$ cat src/design/lsol_pkg.sv
package lsol_pkg;

    localparam int TABLE_DEPTH   = 256;
    localparam int IDX_W         = $clog2(TABLE_DEPTH);
    localparam int CNT_W         = $clog2(TABLE_DEPTH + 1);
    localparam int BUILTIN_COUNT = 28;
    localparam int BI_W          = $clog2(BUILTIN_COUNT);
    localparam int OFF_W         = 10;
    localparam int TIME_W        = 64;
    localparam int ENT_W         = TIME_W + OFF_W;
    localparam int QUEUE_DEPTH   = 4;
    localparam int Q_PTR_W       = $clog2(QUEUE_DEPTH);
    localparam int Q_CNT_W       = $clog2(QUEUE_DEPTH + 1);

    localparam logic [TIME_W-1:0] NTP_TO_UTC   = 64'd2208988800;
    localparam logic [TIME_W-1:0] EXPIRY_RESET = 64'd1751068800;

    typedef enum logic [1:0] {
        CMD_CLEAR  = 2'd0,
        CMD_APPEND = 2'd1,
        CMD_QUERY  = 2'd2
    } t_cmd;

    typedef enum logic [1:0] {
        OP_CLEAR,
        OP_APPEND,
        OP_QUERY
    } t_op;

    typedef enum logic [1:0] {
        STAT_OK      = 2'd0,
        STAT_UNKNOWN = 2'd1,
        STAT_AMBIG   = 2'd2,
        STAT_EXPIRED = 2'd3
    } t_status;

    typedef enum logic [1:0] {
        S_IDLE,
        S_SCAN,
        S_POST
    } t_bstate;

    // append: arg is the UTC start; query: arg is the time to convert
    typedef struct packed {
        t_op                      op;
        logic [TIME_W-1:0]        arg;
        logic signed [OFF_W-1:0]  off;
    } t_item;

    typedef struct packed {
        logic              busy;
        logic [CNT_W-1:0]  count;
    } t_bk_status;

    function automatic logic [TIME_W-1:0] builtin_start(input logic [BI_W-1:0] i);
        logic [TIME_W-1:0] v;
        case (i)
            5'd0:    v = 64'd63072000;
            5'd1:    v = 64'd78796800;
            5'd2:    v = 64'd94694400;
            5'd3:    v = 64'd126230400;
            5'd4:    v = 64'd157766400;
            5'd5:    v = 64'd189302400;
            5'd6:    v = 64'd220924800;
            5'd7:    v = 64'd252460800;
            5'd8:    v = 64'd283996800;
            5'd9:    v = 64'd315532800;
            5'd10:   v = 64'd362793600;
            5'd11:   v = 64'd394329600;
            5'd12:   v = 64'd425865600;
            5'd13:   v = 64'd489024000;
            5'd14:   v = 64'd567993600;
            5'd15:   v = 64'd631152000;
            5'd16:   v = 64'd662688000;
            5'd17:   v = 64'd709948800;
            5'd18:   v = 64'd741484800;
            5'd19:   v = 64'd773020800;
            5'd20:   v = 64'd820454400;
            5'd21:   v = 64'd867715200;
            5'd22:   v = 64'd915148800;
            5'd23:   v = 64'd1136073600;
            5'd24:   v = 64'd1230768000;
            5'd25:   v = 64'd1341100800;
            5'd26:   v = 64'd1435708800;
            5'd27:   v = 64'd1483228800;
            default: v = '0;
        endcase
        return v;
    endfunction

    function automatic logic signed [OFF_W-1:0] builtin_offset(input logic [BI_W-1:0] i);
        return {{(OFF_W-BI_W){1'b0}}, i} + OFF_W'(10);
    endfunction

endpackage

$ cat src/design/lsol_front.sv
module lsol_front import lsol_pkg::*; (
    input  logic                     i_clk,
    input  logic                     i_rst_n,
    input  logic                     i_in_valid,
    output logic                     o_in_stall,
    input  logic [1:0]               i_cmd,
    input  logic [TIME_W-1:0]        i_entry_ntp,
    input  logic signed [OFF_W-1:0]  i_entry_offset,
    input  logic [TIME_W-1:0]        i_query_time,
    output logic                     o_push,
    output t_item                    o_item,
    input  logic                     i_full
);

    logic  r_valid;
    t_item r_item;
    t_item n_item;
    logic  n_keep;
    logic  accept;

    assign o_push     = r_valid && !i_full;
    assign o_in_stall = r_valid && i_full;
    assign accept     = i_in_valid && !o_in_stall;
    assign o_item     = r_item;

    // classify the beat; the NTP-to-UTC shift happens here
    always_comb begin
        n_item = '{op: OP_QUERY, arg: i_query_time, off: i_entry_offset};
        n_keep = 1'b1;
        unique case (i_cmd)
            CMD_CLEAR: begin
                n_item.op = OP_CLEAR;
            end
            CMD_APPEND: begin
                n_item.op  = OP_APPEND;
                n_item.arg = i_entry_ntp - NTP_TO_UTC;
            end
            CMD_QUERY: begin
                n_item.op = OP_QUERY;
            end
            default: begin
                n_keep = 1'b0;
            end
        endcase
    end

    always_ff @(posedge i_clk) begin
        if (!i_rst_n) begin
            r_valid <= 1'b0;
        end else if (accept) begin
            r_valid <= n_keep;
        end else if (o_push) begin
            r_valid <= 1'b0;
        end
    end

    always_ff @(posedge i_clk) begin
        if (accept) begin
            r_item <= n_item;
        end
    end

endmodule

$ cat config.mk
export PLATFORM = sky130hd
export DESIGN_NAME = lsol_front
export DESIGN_NICKNAME = d
export VERILOG_FILES = /design/src/design/lsol_pkg.sv /design/src/design/lsol_front.sv
export SDC_FILE = /design/constraint.sdc
export NUM_CORES = 1
export LEC_CHECK = 0
export ABC_CLOCK_PERIOD_IN_PS = 10500
export BUFFER_PORTS_ARGS = -buffer_cell sky130_fd_sc_hd__buf_2
export CAP_MARGIN = 20
export CORE_MARGIN = 2
export CORE_UTILIZATION = 51
export DETAILED_ROUTE_END_ITERATION = 10
export HOLD_SLACK_MARGIN = 0.05
export PLACE_DENSITY = 0.86
export SYNTH_ARGS = -nofsm -noshare
export SYNTH_HDL_FRONTEND = slang
export SYNTH_SLANG_ARGS = --single-unit
$ cat constraint.sdc
create_clock -name i_clk -period 10.5 [get_ports i_clk]
set_clock_uncertainty 0.15 [all_clocks]
set_input_delay 0.525 -clock i_clk [delete_from_list [all_inputs] [get_ports i_clk]]
set_output_delay 0.525 -clock i_clk [all_outputs]
set_load 0.05 [all_outputs]
==> results_dict.tcl, run 1 <==
set metrics [dict create \
    drive_gt1_share_pct 38.9 \
    drcViolationCount 0 \
    ys_seq_elements 77 \
    rsz0062_at_grt "false" \
    path_cells "buf_2 -> nand2b_4 -> buf_4 -> inv_1 -> and3_1 -> a21oi_1 -> nand3_1" \
    clock_latency_ps 360 \
    final_cells 789 \
    overflow 0 \
    final_nets 821 \
    core_area_um2 8760 \
    setup_viol 0 \
    ctsResizeCount 0 \
    cp_top_family "buffers and inverters" \
    syn_avg_cell_area_um2 10.0 \
    worst_slew_pin_slew_ps 956 \
    layout_commonest_cell "buf_2" \
    worstPathRequired_ps 10450 \
    cp_num_buf_inv 3 \
    grtUsageTotal_pct 27.2 \
    yosys_warnings 0 \
    yosys.area.top_type "edfxtp_1" \
    power_w 0.000859 \
    drtAntennaViolNets 0 \
    antenna_found_initial 0 \
    cp-end-kind "flop" \
    root_buffer "clkbuf_8" \
    path_class "primary input to flop" \
    via_count 4477 \
    slew_viol_final 0 \
    dr.pass1.iters 7 \
    grt_pass1_wl_um 21300 \
    yosysSeqAreaShare_pct 49.9 \
    io_buffers 221 \
    synth_top_area_share_pct 49.4 \
    n_antenna_cell 0 \
    synth_edf_count 76 \
    cts_setup_buffers 0 \
    cts.hold.buffers_added 0 \
    htreeDepth 3 \
    hold_viol_final 0 \
    grt_max_degree 112 \
    slew_headroom_pct 35.4 \
    path_max_fanout 111 \
    cpPeakStageDelay_ps 700 \
    fin_crit_sh_pct 25.7 \
    dieArea_um2 9830 \
    netlist_area_um2 4620 \
    power.leakage_nw 2.54 \
    synthFlopType "edfxtp_1" \
    cap_violations 0 \
    chipHeight_um 99.2 \
    initialDrtViolationCount 212 \
    fp.dieW_um 99.2 \
    syn_inst 462 \
    clockBufferDepth 2 \
    dpl_cell_area_um2 5810 \
    synthArstFlopShare_pct 0 \
    fmax_mhz 370 \
    cts.clk_slew.worst_paths_ps 90 \
    detail_route.wl_per_cell_um 17.1 \
    vias_per_cell 5.67 \
    cts_tree "yes" \
    period_needed_ps 2700 \
    hpwl_um 10300 \
    grt_pass1_vias 4406 \
    setup_tns_ps 0 \
    synth_fp_nets 607 \
    initial_core_util_pct 52.7 \
    place.gp.congestion 0.884 \
    cts_sinks 77 \
    cpMaxStageDelayCell "buf_4" \
    cp.arrival_ps 2660 \
    startpoint_type "primary input" \
    status "finished clean" \
    dp_cells 773 \
    synth.distinct_cells 71 \
    postLayoutCellArea_um2 6050 \
    cts_made_buffers 9 \
    syn2layout_area_growth_pct 31.0 \
    powerDensity_nw_per_um2 142 \
    rows 34 \
    layout.cells.most_common_list "buf_2 (221), nand2_1 (90), edfxtp_1 (76), o21ai_0 (40), nor2_1 (27)" \
    peakVddDrop_uv 85.2 \
    fillers 701 \
    hold_path.class "primary input to flop" \
    ios 222 \
    synthTopCellsByArea "edfxtp_1 (49%), nand2_1 (7.3%), xor2_1 (4.7%)" \
    wl_um 13500 \
]
## area by class of cell
| class | count | area, µm² | share of cell area, % |
|---|---|---|---|
| Timing Repair Buffer | 223 | 1120 | 18.5 |
| Multi-Input combinational cell | 359 | 2220 | 36.8 |
| Clock inverter | 7 | 121 | 2.01 |
| Clock buffer | 9 | 124 | 2.05 |
| Tap cell | 108 | 135 | 2.23 |
| Sequential cell | 77 | 2300 | 38.0 |
| Inverter | 6 | 22.5 | 0.372 |
## sequential cells by signal, indices dropped and copies added, names as in the netlist
name	cells
o_item	76
r_valid	1
## kinds of logic (layout without fill, tap and decap cells)
group	Yosys count	count (layout)	synth area share, %
buffers and inverters	26	245	2.30
AO/OA/AOI/OAI	113	113	16.2
adder cells (fa/ha/maj)	1	1	0.271
multiplexers	1	1	0.217
flip-flops	77	77	49.9
XOR/XNOR	45	45	8.53
AND/OR/NAND/NOR	199	199	22.6
## power by group
part / leakage [nW] / switching (W) / total [W] / internal [W]
Clock: 0.119 / 0.000121 / 0.000281 / 0.000160
Sequential: 0.750 / 0.00000553 / 0.000371 / 0.000366
Combinational: 1.67 / 0.000148 / 0.000206 / 0.0000580
Total: 2.54 / 0.000275 / 0.000859 / 0.000584
## worst reg2reg max path: cells and delay by family, from the launching register on
family                 cells  cell delay (ps)
and+or+nand+nor            2              620
buffers and inverters      1              710
DFF                        1              310
## metal layers
metal  global-route usage (%)  wire, µm  up-vias
met3                     5.06       994       25
li1                         -         -     2160
met1                     33.8      5320     2086
met4                     9.69       302        0
met5                        0         0        -
met2                     47.7      6850      206
## Yosys cell counts (all sizes together), types with 5 or more instances
master / number
xnor2: 20
inv: 6
o21ai: 62
nor2: 28
nand2: 90
nor3: 9
nand4: 8
xor2: 25
nor4: 13
o211ai: 5
edfxtp: 76
a21oi: 9
clkbuf: 15
or4: 5
buf: 5
nand3: 11
## stage by stage
stage | utilization (%) | setup slack (ps) | hold slack, ps
after floorplan | - | 5550 | 474
after global placement | 66.2 | 7560 | 495
after detailed placement | 66.2 | 7460 | 531
after CTS | 69.0 | 7850 | 182
after global routing | 69.0 | 7560 | 187
final | 69.0 | 7800 | 190
## path summary, 6_finish.rpt
check	from	to	slack [ps]	depth (start not counted)
hold reg to reg	r_valid$_SDFFE_PN0P_	r_valid$_SDFFE_PN0P_	540	2
setup reg to reg	r_valid$_SDFFE_PN0P_	o_item[10]$_DFFE_PP_	8290	3
hold / removal	i_entry_offset[0]	o_item[0]$_DFFE_PP_	190	1
setup / recovery	i_cmd[1]	o_item[72]$_DFFE_PP_	7800	7
Note: power is estimated with default switching activity, not from simulation.
==> inputs of run 2 (changes only) <==
--- a/config.mk
+++ b/config.mk
@@ -5,14 +5,14 @@
 export SDC_FILE = /design/constraint.sdc
 export NUM_CORES = 1
 export LEC_CHECK = 0
-export ABC_CLOCK_PERIOD_IN_PS = 10500
+export ABC_CLOCK_PERIOD_IN_PS = 2250
 export BUFFER_PORTS_ARGS = -buffer_cell sky130_fd_sc_hd__buf_2
 export CAP_MARGIN = 20
 export CORE_MARGIN = 2
-export CORE_UTILIZATION = 51
+export CORE_UTILIZATION = 42
 export DETAILED_ROUTE_END_ITERATION = 10
 export HOLD_SLACK_MARGIN = 0.05
-export PLACE_DENSITY = 0.86
+export PLACE_DENSITY = 0.76
 export SYNTH_ARGS = -nofsm -noshare
 export SYNTH_HDL_FRONTEND = slang
 export SYNTH_SLANG_ARGS = --single-unit
==> constraint.sdc (replaced) <==
create_clock -name i_clk -period 2.25 [get_ports i_clk]
set_clock_uncertainty 0.15 [all_clocks]
set_input_delay 0.1125 -clock i_clk [delete_from_list [all_inputs] [get_ports i_clk]]
set_output_delay 0.1125 -clock i_clk [all_outputs]
set_load 0.05 [all_outputs]
==> run 2 against run 1 <==
Net effect:
- utilization grew 0.082 points
- worst hold slack lost 140 ps
- combinational power grew to 5.8 times the previous value
- sequential power grew to 4.7 times the previous value
- critical path depth grew 1
- cell count grew 23%
- die area grew 21%
==> results_dict.tcl, run 2 (same netlist as run 1, synthesis figures left out) <==
set metrics [dict create \
    cap_violations 0 \
    fmax_mhz 454 \
    final_nets 966 \
    rows 38 \
    cts_sinks 77 \
    startpoint_type "primary input" \
    clock_latency_ps 370 \
    status "finished clean" \
    syn2layout_area_growth_pct 61.6 \
    drcViolationCount 0 \
    final_cells 967 \
    cts_tree "yes" \
    vias_per_cell 5.35 \
    r2r_start "r_valid$_SDFFE_PN0P_" \
    cts_made_buffers 9 \
    dr.pass1.iters 5 \
    peakVddDrop_uv 325 \
    layout_commonest_cell "buf_2" \
    period_needed_ps 2200 \
    fp.dieW_um 109 \
    path_class "primary input to flop" \
    cts.clk_slew.worst_paths_ps 80 \
    met2_usage_pct 48.6 \
    place.gp.congestion 0.982 \
    cp.arrival_ps 2170 \
    dp_slack_ps -108 \
    dp_cells 839 \
    combPwrFrac_pct 29.0 \
    cp-end-kind "flop" \
    hp-start "i_entry_ntp[13]" \
    r2r_cells 3 \
    r2r_end "o_item[53]$_DFFE_PP_" \
    hold_depth 3 \
    worstPathRequired_ps 2220 \
    setup_viol 0 \
    path_max_fanout 12 \
    slew_headroom_pct 59.8 \
    clockBufferDepth 2 \
    hold_viol_final 0 \
    slew_viol_final 0 \
    powerDensity_nw_per_um2 553 \
    layout.cells.most_common_list "buf_2 (221), dlygate4sd3_1 (107), nand2_1 (90), edfxtp_1 (76), o21ai_0 (40)" \
    initialDrtViolationCount 429 \
    htreeDepth 3 \
    setup_tns_ps 0 \
    wl_um 16700 \
    sequentialPowerShare_pct 42.1 \
    regToRegSetupSlack_ps 760 \
    via_count 5170 \
    p_sw_w 0.00135 \
    power_w 0.00412 \
    worst_slew_pin_slew_ps 595 \
    clkPwrFrac_pct 28.9 \
    largest_reg_flops 76 \
    power.share.switching_pct 32.7 \
    dieArea_um2 11900 \
    initial_core_util_pct 42.8 \
    grtUsageTotal_pct 27.6 \
    rsz0062_at_grt "false" \
    root_buffer "clkbuf_8" \
    overflow 0 \
    power.leakage_nw 3.17 \
    antenna_found_initial 0 \
    io_buffers 221 \
    use_met1_pct 31.8 \
    internal-power_w 0.00277 \
    core_area_um2 10800 \
    grt_pass1_vias 5323 \
    holdPathEnd "o_item[23]$_DFFE_PP_" \
    met3_usage_pct 6.28 \
    ios 222 \
    fin_crit_sh_pct 98.0 \
    worst_slack_ps 45.7 \
    grt_pass1_wl_um 25200 \
    drive_gt1_share_pct 37.0 \
    hold_path.class "primary input to flop" \
    drtAntennaViolNets 0 \
    chipHeight_um 109 \
    top_usage_layer "met2" \
    utilization_pct 69.1 \
    grt_max_degree 105 \
    detail_route.wl_per_cell_um 17.2 \
    hpwl_um 11000 \
]
[run 2: changes by cell type in the layout (fill, tap and decap cells not counted), moves of 2 or more]
| cell | delta |
|---|---|
| clkinvlp_4 | +2 |
| buf_12 | +2 |
| dlygate4sd3_1 | +107 |
| buf_4 | +35 |
[run 2: worst max path at each step]
stage / start / endpoint / slack, ps / depth (start not counted)
after global placement: i_entry_ntp[8] / o_item[63]$_DFFE_PP_ / -20 / 9
after CTS: i_cmd[1] / o_item[14]$_DFFE_PP_ / 60 / 8
after global routing: i_cmd[1] / o_item[20]$_DFFE_PP_ / 0.03 / 6
final: i_cmd[1] / o_item[14]$_DFFE_PP_ / 50 / 8
after detailed placement: i_entry_ntp[7] / o_item[67]$_DFFE_PP_ / -110 / 9
after floorplan: r_valid$_SDFFE_PN0P_ / o_item[0]$_DFFE_PP_ / 40 / 2
[run 2: cell type report]
cell class                      count  area [µm²]
Sequential cell                    77        2300
Fill cell                         741        3330
Timing Repair Buffer              368        2510
Antenna cell                        1        2.50
Clock inverter                      7        97.6
Tap cell                          140         175
Multi-Input combinational cell    359        2230
Inverter                            6        26.3
Clock buffer                        9         124
[run 2: critical path, cell delays in order]
cell,delay (ps)
dlygate4sd3_1,560
buf_2,130
nand2b_4,210
clkinvlp_4,270
buf_6,210
nand2_1,70
nand2_1,50
dlygate4sd3_1,550
[run 2: per-layer routing]
metal	routed length (µm)	part of all wire, %
met5	0	0
met4	523	3.1
met3	1130	6.8
met2	8440	51
met1	6580	39
[run 2: timing repair]
action	CTS	global route
endpoints found under the hold margin	76	0
hold buffers	107	0
setup endpoints to repair	0	4
setup buffers	0	4
resized for setup	0	2
[run 2: stage by stage]
stage	cell area [µm²]	hold WS [ps]
after floorplan	4630	61.4
after global placement	6130	139
after detailed placement	6130	141
after CTS	7420	51.9
after global routing	7460	64.0
final	7460	51.6
[run 2: power by group through the flow]
| stage | combinational (W) | clock [W] | sequential [W] |
|---|---|---|---|
| final | 0.00120 | 0.00119 | 0.00173 |
| after global routing | 0.00127 | 0.00127 | 0.00174 |
| after CTS | 0.00117 | 0.00120 | 0.00173 |
| after detailed placement | 0.00101 | 0 | 0.00176 |
| after global placement | 0.000992 | 0 | 0.00176 |
| after floorplan | 0.000271 | 0 | 0.00212 |
