### src/design/lsol_pkg.sv
package lsol_pkg;

    localparam int TABLE_DEPTH   = 256;
    localparam int IDX_W         = $clog2(TABLE_DEPTH);
    localparam int CNT_W         = $clog2(TABLE_DEPTH + 1);
    localparam int BUILTIN_COUNT = 28;
    localparam int BI_W          = $clog2(BUILTIN_COUNT);
    localparam int OFF_W         = 10;
    localparam int TIME_W        = 64;
    localparam int ENT_W         = TIME_W + OFF_W;
    localparam int QUEUE_DEPTH   = 4;
    localparam int Q_PTR_W       = $clog2(QUEUE_DEPTH);
    localparam int Q_CNT_W       = $clog2(QUEUE_DEPTH + 1);

    localparam logic [TIME_W-1:0] NTP_TO_UTC   = 64'd2208988800;
    localparam logic [TIME_W-1:0] EXPIRY_RESET = 64'd1751068800;

    typedef enum logic [1:0] {
        CMD_CLEAR  = 2'd0,
        CMD_APPEND = 2'd1,
        CMD_QUERY  = 2'd2
    } t_cmd;

    typedef enum logic [1:0] {
        OP_CLEAR,
        OP_APPEND,
        OP_QUERY
    } t_op;

    typedef enum logic [1:0] {
        STAT_OK      = 2'd0,
        STAT_UNKNOWN = 2'd1,
        STAT_AMBIG   = 2'd2,
        STAT_EXPIRED = 2'd3
    } t_status;

    typedef enum logic [1:0] {
        S_IDLE,
        S_SCAN,
        S_POST
    } t_bstate;

    // append: arg is the UTC start; query: arg is the time to convert
    typedef struct packed {
        t_op                      op;
        logic [TIME_W-1:0]        arg;
        logic signed [OFF_W-1:0]  off;
    } t_item;

    typedef struct packed {
        logic              busy;
        logic [CNT_W-1:0]  count;
    } t_bk_status;

    function automatic logic [TIME_W-1:0] builtin_start(input logic [BI_W-1:0] i);
        logic [TIME_W-1:0] v;
        case (i)
            5'd0:    v = 64'd63072000;
            5'd1:    v = 64'd78796800;
            5'd2:    v = 64'd94694400;
            5'd3:    v = 64'd126230400;
            5'd4:    v = 64'd157766400;
            5'd5:    v = 64'd189302400;
            5'd6:    v = 64'd220924800;
            5'd7:    v = 64'd252460800;
            5'd8:    v = 64'd283996800;
            5'd9:    v = 64'd315532800;
            5'd10:   v = 64'd362793600;
            5'd11:   v = 64'd394329600;
            5'd12:   v = 64'd425865600;
            5'd13:   v = 64'd489024000;
            5'd14:   v = 64'd567993600;
            5'd15:   v = 64'd631152000;
            5'd16:   v = 64'd662688000;
            5'd17:   v = 64'd709948800;
            5'd18:   v = 64'd741484800;
            5'd19:   v = 64'd773020800;
            5'd20:   v = 64'd820454400;
            5'd21:   v = 64'd867715200;
            5'd22:   v = 64'd915148800;
            5'd23:   v = 64'd1136073600;
            5'd24:   v = 64'd1230768000;
            5'd25:   v = 64'd1341100800;
            5'd26:   v = 64'd1435708800;
            5'd27:   v = 64'd1483228800;
            default: v = '0;
        endcase
        return v;
    endfunction

    function automatic logic signed [OFF_W-1:0] builtin_offset(input logic [BI_W-1:0] i);
        return {{(OFF_W-BI_W){1'b0}}, i} + OFF_W'(10);
    endfunction

endpackage

### src/design/lsol_queue.sv
module lsol_queue import lsol_pkg::*; (
    input  logic   i_clk,
    input  logic   i_rst_n,
    input  logic   i_push,
    input  t_item  i_item,
    output logic   o_full,
    input  logic   i_pop,
    output t_item  o_item,
    output logic   o_empty
);

    t_item                r_slot [QUEUE_DEPTH];
    logic [Q_PTR_W-1:0]   r_wr_ptr;
    logic [Q_PTR_W-1:0]   r_rd_ptr;
    logic [Q_CNT_W-1:0]   r_fill;
    logic                 do_push;
    logic                 do_pop;

    assign o_full  = (r_fill == Q_CNT_W'(QUEUE_DEPTH));
    assign o_empty = (r_fill == '0);
    assign do_push = i_push && !o_full;
    assign do_pop  = i_pop && !o_empty;
    assign o_item  = r_slot[r_rd_ptr];

    always_ff @(posedge i_clk) begin
        if (!i_rst_n) begin
            r_wr_ptr <= '0;
            r_rd_ptr <= '0;
            r_fill   <= '0;
        end else begin
            if (do_push) begin
                r_wr_ptr <= r_wr_ptr + Q_PTR_W'(1);
            end
            if (do_pop) begin
                r_rd_ptr <= r_rd_ptr + Q_PTR_W'(1);
            end
            if (do_push && !do_pop) begin
                r_fill <= r_fill + Q_CNT_W'(1);
            end else if (do_pop && !do_push) begin
                r_fill <= r_fill - Q_CNT_W'(1);
            end
        end
    end

    always_ff @(posedge i_clk) begin
        if (do_push) begin
            r_slot[r_wr_ptr] <= i_item;
        end
    end

endmodule

### config.mk
export PLATFORM = sky130hd
export DESIGN_NAME = lsol_queue
export DESIGN_NICKNAME = d
export VERILOG_FILES = /design/src/design/lsol_pkg.sv /design/src/design/lsol_queue.sv
export SDC_FILE = /design/constraint.sdc
export NUM_CORES = 1
export LEC_CHECK = 0
export BUFFER_PORTS_ARGS = -buffer_cell sky130_fd_sc_hd__buf_4
export CAP_MARGIN = 20
export CORE_MARGIN = 2
export CORE_UTILIZATION = 57
export CTS_CLUSTER_DIAMETER = 50
export CTS_CLUSTER_SIZE = 12
export DETAILED_ROUTE_END_ITERATION = 10
export PLACE_DENSITY = 0.9
export SKIP_CTS_REPAIR_TIMING = 1
export SYNTH_ARGS = -nofsm -noshare
export SYNTH_HDL_FRONTEND = slang
export SYNTH_SLANG_ARGS = --single-unit
### constraint.sdc
create_clock -name i_clk -period 4.4 [get_ports i_clk]
set_clock_uncertainty 0.2 [all_clocks]
set_input_delay 0.88 -clock i_clk [delete_from_list [all_inputs] [get_ports i_clk]]
set_output_delay 0.88 -clock i_clk [all_outputs]
set_load 0.02 [all_outputs]
==> reports/metrics.yaml, run 1 <==
run_status:
  status: "completed"
grt:
  grt_util_met1_pct: 26.7
  grt_pass1_wl_mm: 32.2
  grt_antenna_before_repair: 0
  grtUsageMet2_pct: 33.0
  grt.busiest_layer: "met2"
  grt_util_all_layers_pct: 19.9
  grt_max_degree: 77
  grt_pass1_vias: 5522
  grt_use_met3_pct: 5.20
  grt_overflow: 0
placed_design:
  place_hpwl_mm: 12.4
  portBuffers: 157
  gp_congestion: 0.763
  place_inst: 850
timing:
  max_freq_mhz: 288
  tightest_slew_ns: 1.11
  hold_viol: 0
  maxSlewViolCount: 0
  maxSlewHeadroom_pct: 25.7
  setup_viol_count_final: 0
  finalSetupTns_ns: 0
  period_share_pct: 78.8
  rsz0062_at_grt: "no"
  finalCriticalPeriod_ns: 3.47
detailed_routing:
  wirelength_mm: 21.6
  wire_per_inst_um: 23.8
  drt-pass1-iter-count: 5
  drt_iter0_markers: 293
  drc: 0
  vias: 5126
  routed_via_density: 5.63
  detail-route-antenna-nets: 0
clocking:
  cts_max_level: 1
  cts_max_path_buffers: 3
  clock-sinks: 313
  cts_root_buffer: "clkbuf_16"
  insertion_delay_ns: 0.53
  cts_buffers: 30
  clk_pin_slew_ns: 0.06
  tritoncts: "yes"
floorplanning:
  die_w_um: 146
  rows: 51
  num_io_pins: 158
  initial_core_util_pct: 58.6
  die_y_um: 146
  die_area_um2: 21300
  design.core.area_um2: 19600
synth:
  avgSynthCellArea_um2: 25.8
  postSynthNetCount: 531
  ys_warn_count: 0
  synth_seq_cells: 313
  netlist-cell-type-count: 25
  yosysSeqAreaShare_pct: 81.1
  syn_area_um2: 11500
  syn_inst: 445
pwr:
  ir_drop_mv: 0.391
  finalPower_w: 0.00835
  p_per_area_nw_per_um2: 603
  p_leak_nw: 4.63
critical_path:
  cp_top_family: "flip-flops"
  critPathLaunchType: "register"
  worstPathCellList: "buf_4 > mux4_2 > buf_4"
  critPathCaptureType: "output pin"
  path_buf_inv: 2
  critPathKind: "register to output pin"
  crit_top_cell: "buf_4"
  cp_data_arrival_time_ns: 2.39
  cp_slowest_cell: "dfxtp_4"
  cp.required_ns: 3.32
  cp_max_fo: 22
  slowest_delay_ns: 0.65
finish:
  final_common_cell: "edfxtp_1"
  nFillCells: 1125
  drive_gt1_share_pct: 43.1
  final_cell_mix: "edfxtp_1, buf_4, mux4_2"
  diodes: 0
  final_net_count: 707
  area_growth_pct: 20.6
  fin_cells: 910
job:
  max_cap_viol_count: 0
hold_path:
  hp-class: "register to register"
[path summary, 6_finish.rpt]
kind / from / endpoint / slack [ns] / cells after the start
max: register / o_item[15] / 0.93 / 3
min: r_wr_ptr[0]$_SDFFE_PN0P_ / r_wr_ptr[0]$_SDFFE_PN0P_ / 0.31 / 2
max reg2reg: r_fill[0]$_SDFFE_PN0P_ / r_fill[2]$_SDFFE_PN0P_ / 1.58 / 8
min reg2reg: r_wr_ptr[0]$_SDFFE_PN0P_ / r_wr_ptr[0]$_SDFFE_PN0P_ / 0.31 / 2
[cells in the mapped netlist]
master	n	area share (%)
buf_1	3	0.098
nor3b_1	1	0.065
dfxtp_1	9	1.6
o311ai_0	1	0.076
clkbuf_1	2	0.065
nand2_1	4	0.13
ha_1	5	0.54
buf_2	5	0.22
mux4_2	76	15
xor2_1	1	0.076
a21boi_0	1	0.065
nor3_1	1	0.044
inv_1	3	0.098
or3_1	1	0.055
o31ai_1	1	0.065
and2_1	8	0.44
fa_1	1	0.17
buf_4	3	0.20
buf_6	1	0.098
buf_12	5	0.87
o21ai_0	1	0.044
mux2i_1	3	0.26
nor2b_1	2	0.11
xnor2_1	3	0.23
edfxtp_1	304	80
[flip-flops by register name (all words and copies together), names as in the netlist, named ones only]
name,flops
r_rd_ptr,2
r_wr_ptr,2
r_slot,304
r_fill,3
[routing by layer]
layer,wire length (um),vias up
met1,8300,2630
met2,11100,217
met5,0,-
met3,1790,27
li1,-,2252
met4,399,0
[layout make-up]
class	instances	area [um^2]	area share, %
repair buffers	163	1310	9.45
multi-input cells	110	1990	14.4
clock buffers	55	876	6.33
well taps	265	332	2.39
flip-flops and latches	313	9320	67.3
inverters	3	11.3	0.0813
clock inverters	1	8.76	0.0633
[cells by family (layout without fill, tap and decap cells)]
kind of cell             after synthesis  count (layout)  share of synthesized area, %
AO/OA/AOI/OAI                          4               4                         0.251
XOR/XNOR                               4               4                         0.305
adder cells (fa/ha/maj)                6               6                         0.719
buffers and inverters                 22             222                          1.65
flip-flops                           313             313                          81.1
multiplexers                          79              79                          15.2
AND/OR/NAND/NOR                       17              17                         0.839
[power breakdown]
part / internal [W] / total (W) / switching [W]
registers: 0.00362 / 0.00383 / 0.000203
logic: 0.00108 / 0.00220 / 0.00112
clock network: 0.00133 / 0.00232 / 0.000986
[metrics by stage]
step                      utilization (%)  instance area, um^2  setup slack [ns]  hold WS [ns]
final                                70.7                13800             0.933         0.307
after global routing                 70.7                13800             0.779         0.327
after CTS                            70.2                13700             0.874         0.315
after detailed placement             65.6                12900              1.23         0.326
after global placement               65.6                12900              1.41         0.278
after floorplan                         -                11500             0.717         0.268
[tightest hold or removal path: cells and delay by family (launching register included)]
kind	cells	cell delay [ns]
DFF	1	0.34
muxes	1	0.05
and+or+nand+nor	1	0.06
No activity file was read; power rests on OpenSTA's default activity.
==> run 2, diff against run 1 <==
ABC_AREA = 1   (was unset)
clock period = 3.5 ns   (was 4.4 ns; I/O delays follow)
==> reports/metrics.yaml, run 2 <==
hold_path:
  hp-class: "input pin to register"
  whs_path_depth: 1  # -1
detailed_routing:
  routed_via_density: 5.79  # +2.8%
  wire_per_inst_um: 19.7  # -17%
  wirelength_mm: 24.5  # +13%
  vias: 7195  # +40%
  drc: 0  # unchanged
  drt-pass1-iter-count: 4  # -1
  drt_iter0_markers: 553  # +89%
  detail-route-antenna-nets: 0  # unchanged
finish:
  final_common_cell: "edfxtp_1"
  drive_gt1_share_pct: 24.1  # -19 points
  reg_top3: "r_slot: 304 flops, r_fill: 3 flops"
  area_growth_pct: 18.4
  final_cell_mix: "edfxtp_1, buf_4, o21ai_0"
  diodes: 0  # unchanged
  finalInstanceArea_um2: 14100  # +1.6%
  largest_register: "r_slot"
  final_net_count: 1046  # +48%
  fin_cells: 1242  # +36%
  largest_reg_flops: 304  # unchanged
synth:
  ys_top_cells_by_area: "edfxtp_1, o21ai_0, nor2_1"
  postSynthNetCount: 891  # +68%
  synthArstFlopShare_pct: 0  # unchanged
  syn_inst: 805  # +81%
  yosys_most_used_dff: "edfxtp_1"
  synth_edf_count: 304  # unchanged
  yosysSeqAreaShare_pct: 78.3  # -2.7 points
  synth_top_area_share_pct: 76.8  # -2.7 points
  synth_common_cells: "edfxtp_1, nor2_1, o21ai_0"
  synth_top_area_cell: "edfxtp_1"
  ys_warn_count: 0  # unchanged
  netlist-cell-type-count: 25  # unchanged
  syn_area_um2: 11900  # +3.5%
  synth_seq_cells: 313  # unchanged
  avgSynthCellArea_um2: 14.8  # -43%
  yosys.cell_count.top_type: "edfxtp_1"
pwr:
  p_sw_share_pct: 31.4  # +3.7 points
  p_seq_share_pct: 44.5  # -1.3 points
  p_int_w: 0.00722  # +20%
  combinationalPowerShare_pct: 28.7  # +2.3 points
  clkPwrFrac_pct: 26.8  # -0.9 points
  ir_drop_mv: 0.525  # +34%
  p_per_area_nw_per_um2: 748  # +24%
  switchingPower_w: 0.00330  # +43%
  p_leak_nw: 4.93  # +6.5%
clocking:
  cts_root_buffer: "clkbuf_16"
  cts_max_path_buffers: 3  # unchanged
  clock-sinks: 313  # unchanged
  cts_max_level: 1  # unchanged
  tritoncts: "yes"
  cts_buffers: 30  # unchanged
  insertion_delay_ns: 0.54  # about the same
  clk_pin_slew_ns: 0.06  # about the same
floorplanning:
  die_w_um: 148  # +1.7%
  num_io_pins: 158  # unchanged
  design.core.area_um2: 20400  # +4.0%
  die_area_um2: 22000  # +3.4%
  die_y_um: 148  # +1.7%
  initial_core_util_pct: 58.4  # -0.26 points
  rows: 52  # +2.0%
critical_path:
  critPathCaptureType: "output pin"
  critPathKind: "register to output pin"
  cp_max_fo: 37  # +68%
  cp_data_arrival_time_ns: 2.35  # -0.04 ns
  critPathLaunchType: "register"
  rr_worst_depth: 5  # -3
  cp.required_ns: 2.60  # -0.72 ns
timing:
  period_share_pct: 93.0
  finalCriticalPeriod_ns: 3.25
  tightest_slew_ns: 0.750  # -0.365 ns
  setup_ws_ns: 0.246  # -0.686 ns
  rsz0062_at_grt: "no"
  hold_viol: 0  # unchanged
  maxSlewViolCount: 0  # unchanged
  maxSlewHeadroom_pct: 50.0  # +24 points
  max_freq_mhz: 307
  setup_viol_count_final: 0  # unchanged
grt:
  grt_antenna_before_repair: 0  # unchanged
  grt_overflow: 0  # unchanged
  grt_util_all_layers_pct: 21.8  # +1.9 points
  grt_max_degree: 153  # +99%
  grt_pass1_wl_mm: 37.3  # +16%
  grt_pass1_vias: 7462  # +35%
placed_design:
  place_hpwl_mm: 13.7  # +10%
  gp_congestion: 0.717  # -6.0%
  place_ws_ns: 0.790  # -0.438 ns
  portBuffers: 157  # unchanged
  place_inst: 1198  # +41%
  place_area_um2: 13200  # +2.9%
job:
  max_cap_viol_count: 0  # unchanged
run_status:
  status: "completed"
[run 2: cell types whose count changed after synthesis, moves of 8 or more]
| cell | delta |
|---|---|
| o22ai_1 | +71 |
| nor2_2 | +16 |
| inv_1 | +13 |
| nand2_1 | +11 |
| and2_1 | -8 |
| clkbuf_1 | +11 |
| o21ai_0 | +148 |
| nor2_1 | +150 |
| mux4_2 | -76 |
[run 2: path summary, 6_finish.rpt]
kind	start	to	slack [ns]
hold reg to reg	r_rd_ptr[0]$_SDFFE_PN0P_	register	0.31
setup / recovery	register	o_item[49]	0.25
setup reg to reg	r_fill[0]$_SDFFE_PN0P_	r_slot[2][34]$_DFFE_PP_	1.10
hold / removal	i_item[7]	r_slot[0][7]$_DFFE_PP_	0.16
[run 2: area by class of cell]
class / instances / area [um^2]
Clock buffer: 42 / 827
Multi-Input combinational cell: 425 / 2160
Sequential cell: 313 / 9310
Fill cell: 1298 / 6290
Inverter: 18 / 75.1
Tap cell: 270 / 338
Clock inverter: 2 / 11.3
Timing Repair Buffer: 172 / 1350
[run 2: power groups by stage]
stage | Sequential, W | Combinational, W | Clock, W
2_1_floorplan | 0.00475 | 0.00192 | 0
3_3_place_gp | 0.00474 | 0.00292 | 0
3_5_place_dp | 0.00476 | 0.00301 | 0
4_1_cts | 0.00468 | 0.00303 | 0.00287
5_1_grt | 0.00471 | 0.00324 | 0.00300
6_report | 0.00468 | 0.00302 | 0.00282
[run 2: per-stage QoR]
stage / hold WS [ns] / utilization, % / setup TNS [ns] / power, W
detailed placement: 0.299 / 65.0 / 0 / 0.00777
global placement: 0.283 / 65.0 / 0 / 0.00766
floorplan: 0.265 / - / -362.68 / 0.00667
CTS: 0.135 / 69.1 / 0 / 0.0106
global route: 0.135 / 69.1 / 0 / 0.0110
finish: 0.156 / 69.1 / 0 / 0.0105
[run 2: critical path: stages, from the launching register on]
cell	delay (ns)
dfxtp_2	0.70
buf_4	0.47
o21ai_0	0.19
o22ai_1	0.25
buf_4	0.19
[run 2: cell families (layout without fill, tap and decap cells)]
group	Yosys count	after routing	share of synthesized area, %
compound gates	232	232	10.8
xor+xnor	1	1	0.0737
fa+ha+maj	6	6	0.695
buf+inv	67	234	3.78
flops	313	313	78.3
simple gates	186	186	6.29
[run 2: layer usage]
layer  wire length (um)  share of wire, %  GRT usage (%)
met1               9020                37           25.4
met2              12800                52           39.6
met3               2130               8.7           5.52
met4                576               2.4           7.10
met5                  0                 0              0
==> run 3, diff against run 2 <==
PLACE_DENSITY = 0.79   (was 0.9)
==> reports/metrics.yaml, run 3 (synthesized netlist as in run 2, its figures left out) <==
floorplanning:
  initial_core_util_pct: 58.4  # unchanged
  num_io_pins: 158  # unchanged
  design.core.area_um2: 20400  # unchanged
  die_w_um: 148  # unchanged
  die_area_um2: 22000  # unchanged
  die_y_um: 148  # unchanged
  rows: 52  # unchanged
critical_path:
  cp_data_arrival_time_ns: 2.36  # about the same
  critPathLaunchType: "register"
  rr_endpoint: "r_fill[1]$_SDFFE_PN0P_"
  r2r_slack_ns: 1.14  # +0.04 ns
  rr_startpoint: "r_fill[0]$_SDFFE_PN0P_"
  crit_top_cell: "buf_4"
  slowest_delay_ns: 0.57  # -0.13 ns
  cp_max_fo: 68  # +84%
  critPathCaptureType: "output pin"
  critPathKind: "register to output pin"
  worstPathCellList: "buf_4 > o21ai_0 > o22ai_1 > buf_4"
  rr_worst_depth: 9  # +4
  cp_slowest_cell: "buf_4"
  cp.required_ns: 2.60  # about the same
  worstSetupEndpoint: "o_item[13]"
timing:
  period_share_pct: 93.0  # about the same
  hold_viol: 0  # unchanged
  max_freq_mhz: 307  # about the same
  finalCriticalPeriod_ns: 3.26  # +0.00240 ns
  rsz0062_at_grt: "no"
  whs_ns: 0.160  # +0.00409 ns
  setup_viol_count_final: 0  # unchanged
  finalSetupTns_ns: 0  # unchanged
  maxSlewViolCount: 0  # unchanged
  tightest_slew_ns: 0.716  # -0.0334 ns
  setup_ws_ns: 0.244  # -0.00240 ns
  maxSlewHeadroom_pct: 52.2  # +2.2 points
finish:
  final_net_count: 1046  # unchanged
  multi_input_area_um2: 2160  # unchanged
  reg_top3: "r_slot: 304 flops, r_fill: 3 flops"
  final_common_cell: "edfxtp_1"
  final_cell_mix: "edfxtp_1, buf_4, o21ai_0"
  diodes: 0  # unchanged
  largest_reg_flops: 304  # unchanged
  layout.area.seq_um2: 9310  # unchanged
  largest_register: "r_slot"
  area_growth_pct: 18.1
  fin_cells: 1242  # unchanged
  drive_gt1_share_pct: 24.1  # unchanged
  nFillCells: 1334  # +2.8%
clocking:
  clk_pin_slew_ns: 0.06  # about the same
  cts_buffers: 30  # unchanged
  tritoncts: "yes"
  clock-sinks: 313  # unchanged
  cts_root_buffer: "clkbuf_16"
  insertion_delay_ns: 0.53  # about the same
  cts_max_level: 1  # unchanged
  cts_max_path_buffers: 3  # unchanged
grt:
  grt_antenna_before_repair: 0  # unchanged
  grt_max_degree: 92  # -40%
  grt_pass1_vias: 6880  # -7.8%
  grt_util_all_layers_pct: 20.8  # -0.98 points
  grt_pass1_wl_mm: 35.4  # -5.0%
  grt_overflow: 0  # unchanged
hold_path:
  hp-class: "input pin to register"
pwr:
  ir_drop_mv: 0.707  # +35%
  finalPower_w: 0.0104  # -0.70%
  p_leak_nw: 4.92  # -0.20%
  p_per_area_nw_per_um2: 744  # -0.44%
placed_design:
  place_hpwl_mm: 12.8  # -6.7%
  gp_congestion: 0.735  # +2.5%
  place_inst: 1198  # unchanged
  place_ws_ns: 0.854  # +0.0639 ns
  portBuffers: 157  # unchanged
run_status:
  status: "completed"
job:
  max_cap_viol_count: 0  # unchanged
detailed_routing:
  drt_iter0_markers: 543  # -1.8%
  met2_length_mm: 11.7  # -7.9%
  vias: 7101  # -1.3%
  wl_met3_mm: 1.77  # -17%
  top_layer_used: "met4"
  wirelength_mm: 23.5  # -4.1%
  routed_via_density: 5.72  # -1.3%
  wire_per_inst_um: 18.9  # -4.1%
  drc: 0  # unchanged
  detail-route-antenna-nets: 0  # unchanged
  drt-pass1-iter-count: 4  # unchanged
  wl_met1_mm: 9.43  # +4.6%
==> run 3: worst max-delay path, delay by kind of cell, from the launching register on <==
family / cells / cell delay (ns)
compound gates: 2 / 0.54
flops: 1 / 0.48
buf+inv: 2 / 0.77
==> run 3: worst min path at each step <==
| stage | start | endpoint | slack, ns | depth (start not counted) |
|---|---|---|---|---|
| finish | i_item[0] | r_slot[1][0]$_DFFE_PP_ | 0.16 | 1 |
| global route | i_item[26] | r_slot[2][26]$_DFFE_PP_ | 0.14 | 1 |
| CTS | i_item[26] | r_slot[3][26]$_DFFE_PP_ | 0.13 | 1 |
| detailed placement | r_rd_ptr[1]$_SDFFE_PN0P_ | register | 0.29 | 2 |
| global placement | r_rd_ptr[1]$_SDFFE_PN0P_ | register | 0.28 | 2 |
| floorplan | r_rd_ptr[1]$_SDFFE_PN0P_ | register | 0.26 | 2 |
==> run 3: per-stage QoR <==
| stage | instance area, um^2 | util [%] |
|---|---|---|
| after global routing | 14000 | 68.9 |
| after floorplan | 11900 | - |
| after CTS | 14000 | 68.9 |
| after global placement | 13200 | 64.9 |
| final | 14000 | 68.9 |
| after detailed placement | 13200 | 64.9 |
==> run 3: layout make-up <==
cell class                      count  share of cell area [%]
Multi-Input combinational cell    425                    15.4
Clock inverter                      4                   0.125
Sequential cell                   313                    66.3
Clock buffer                       40                    5.77
Tap cell                          270                    2.41
Timing Repair Buffer              172                    9.47
Inverter                           18                   0.535
==> run 3: report_power, final <==
part | switching (W) | internal (W)
Clock | 0.00121 | 0.00159
Sequential | 0.000138 | 0.00456
Combinational | 0.00191 | 0.00104
Total | 0.00327 | 0.00718
==> run 3: layer usage <==
metal	vias to the layer above	global-route usage (%)
met5	-	0
met3	42	4.02
met4	0	6.76
li1	3303	-
met2	262	35.7
met1	3494	27.1
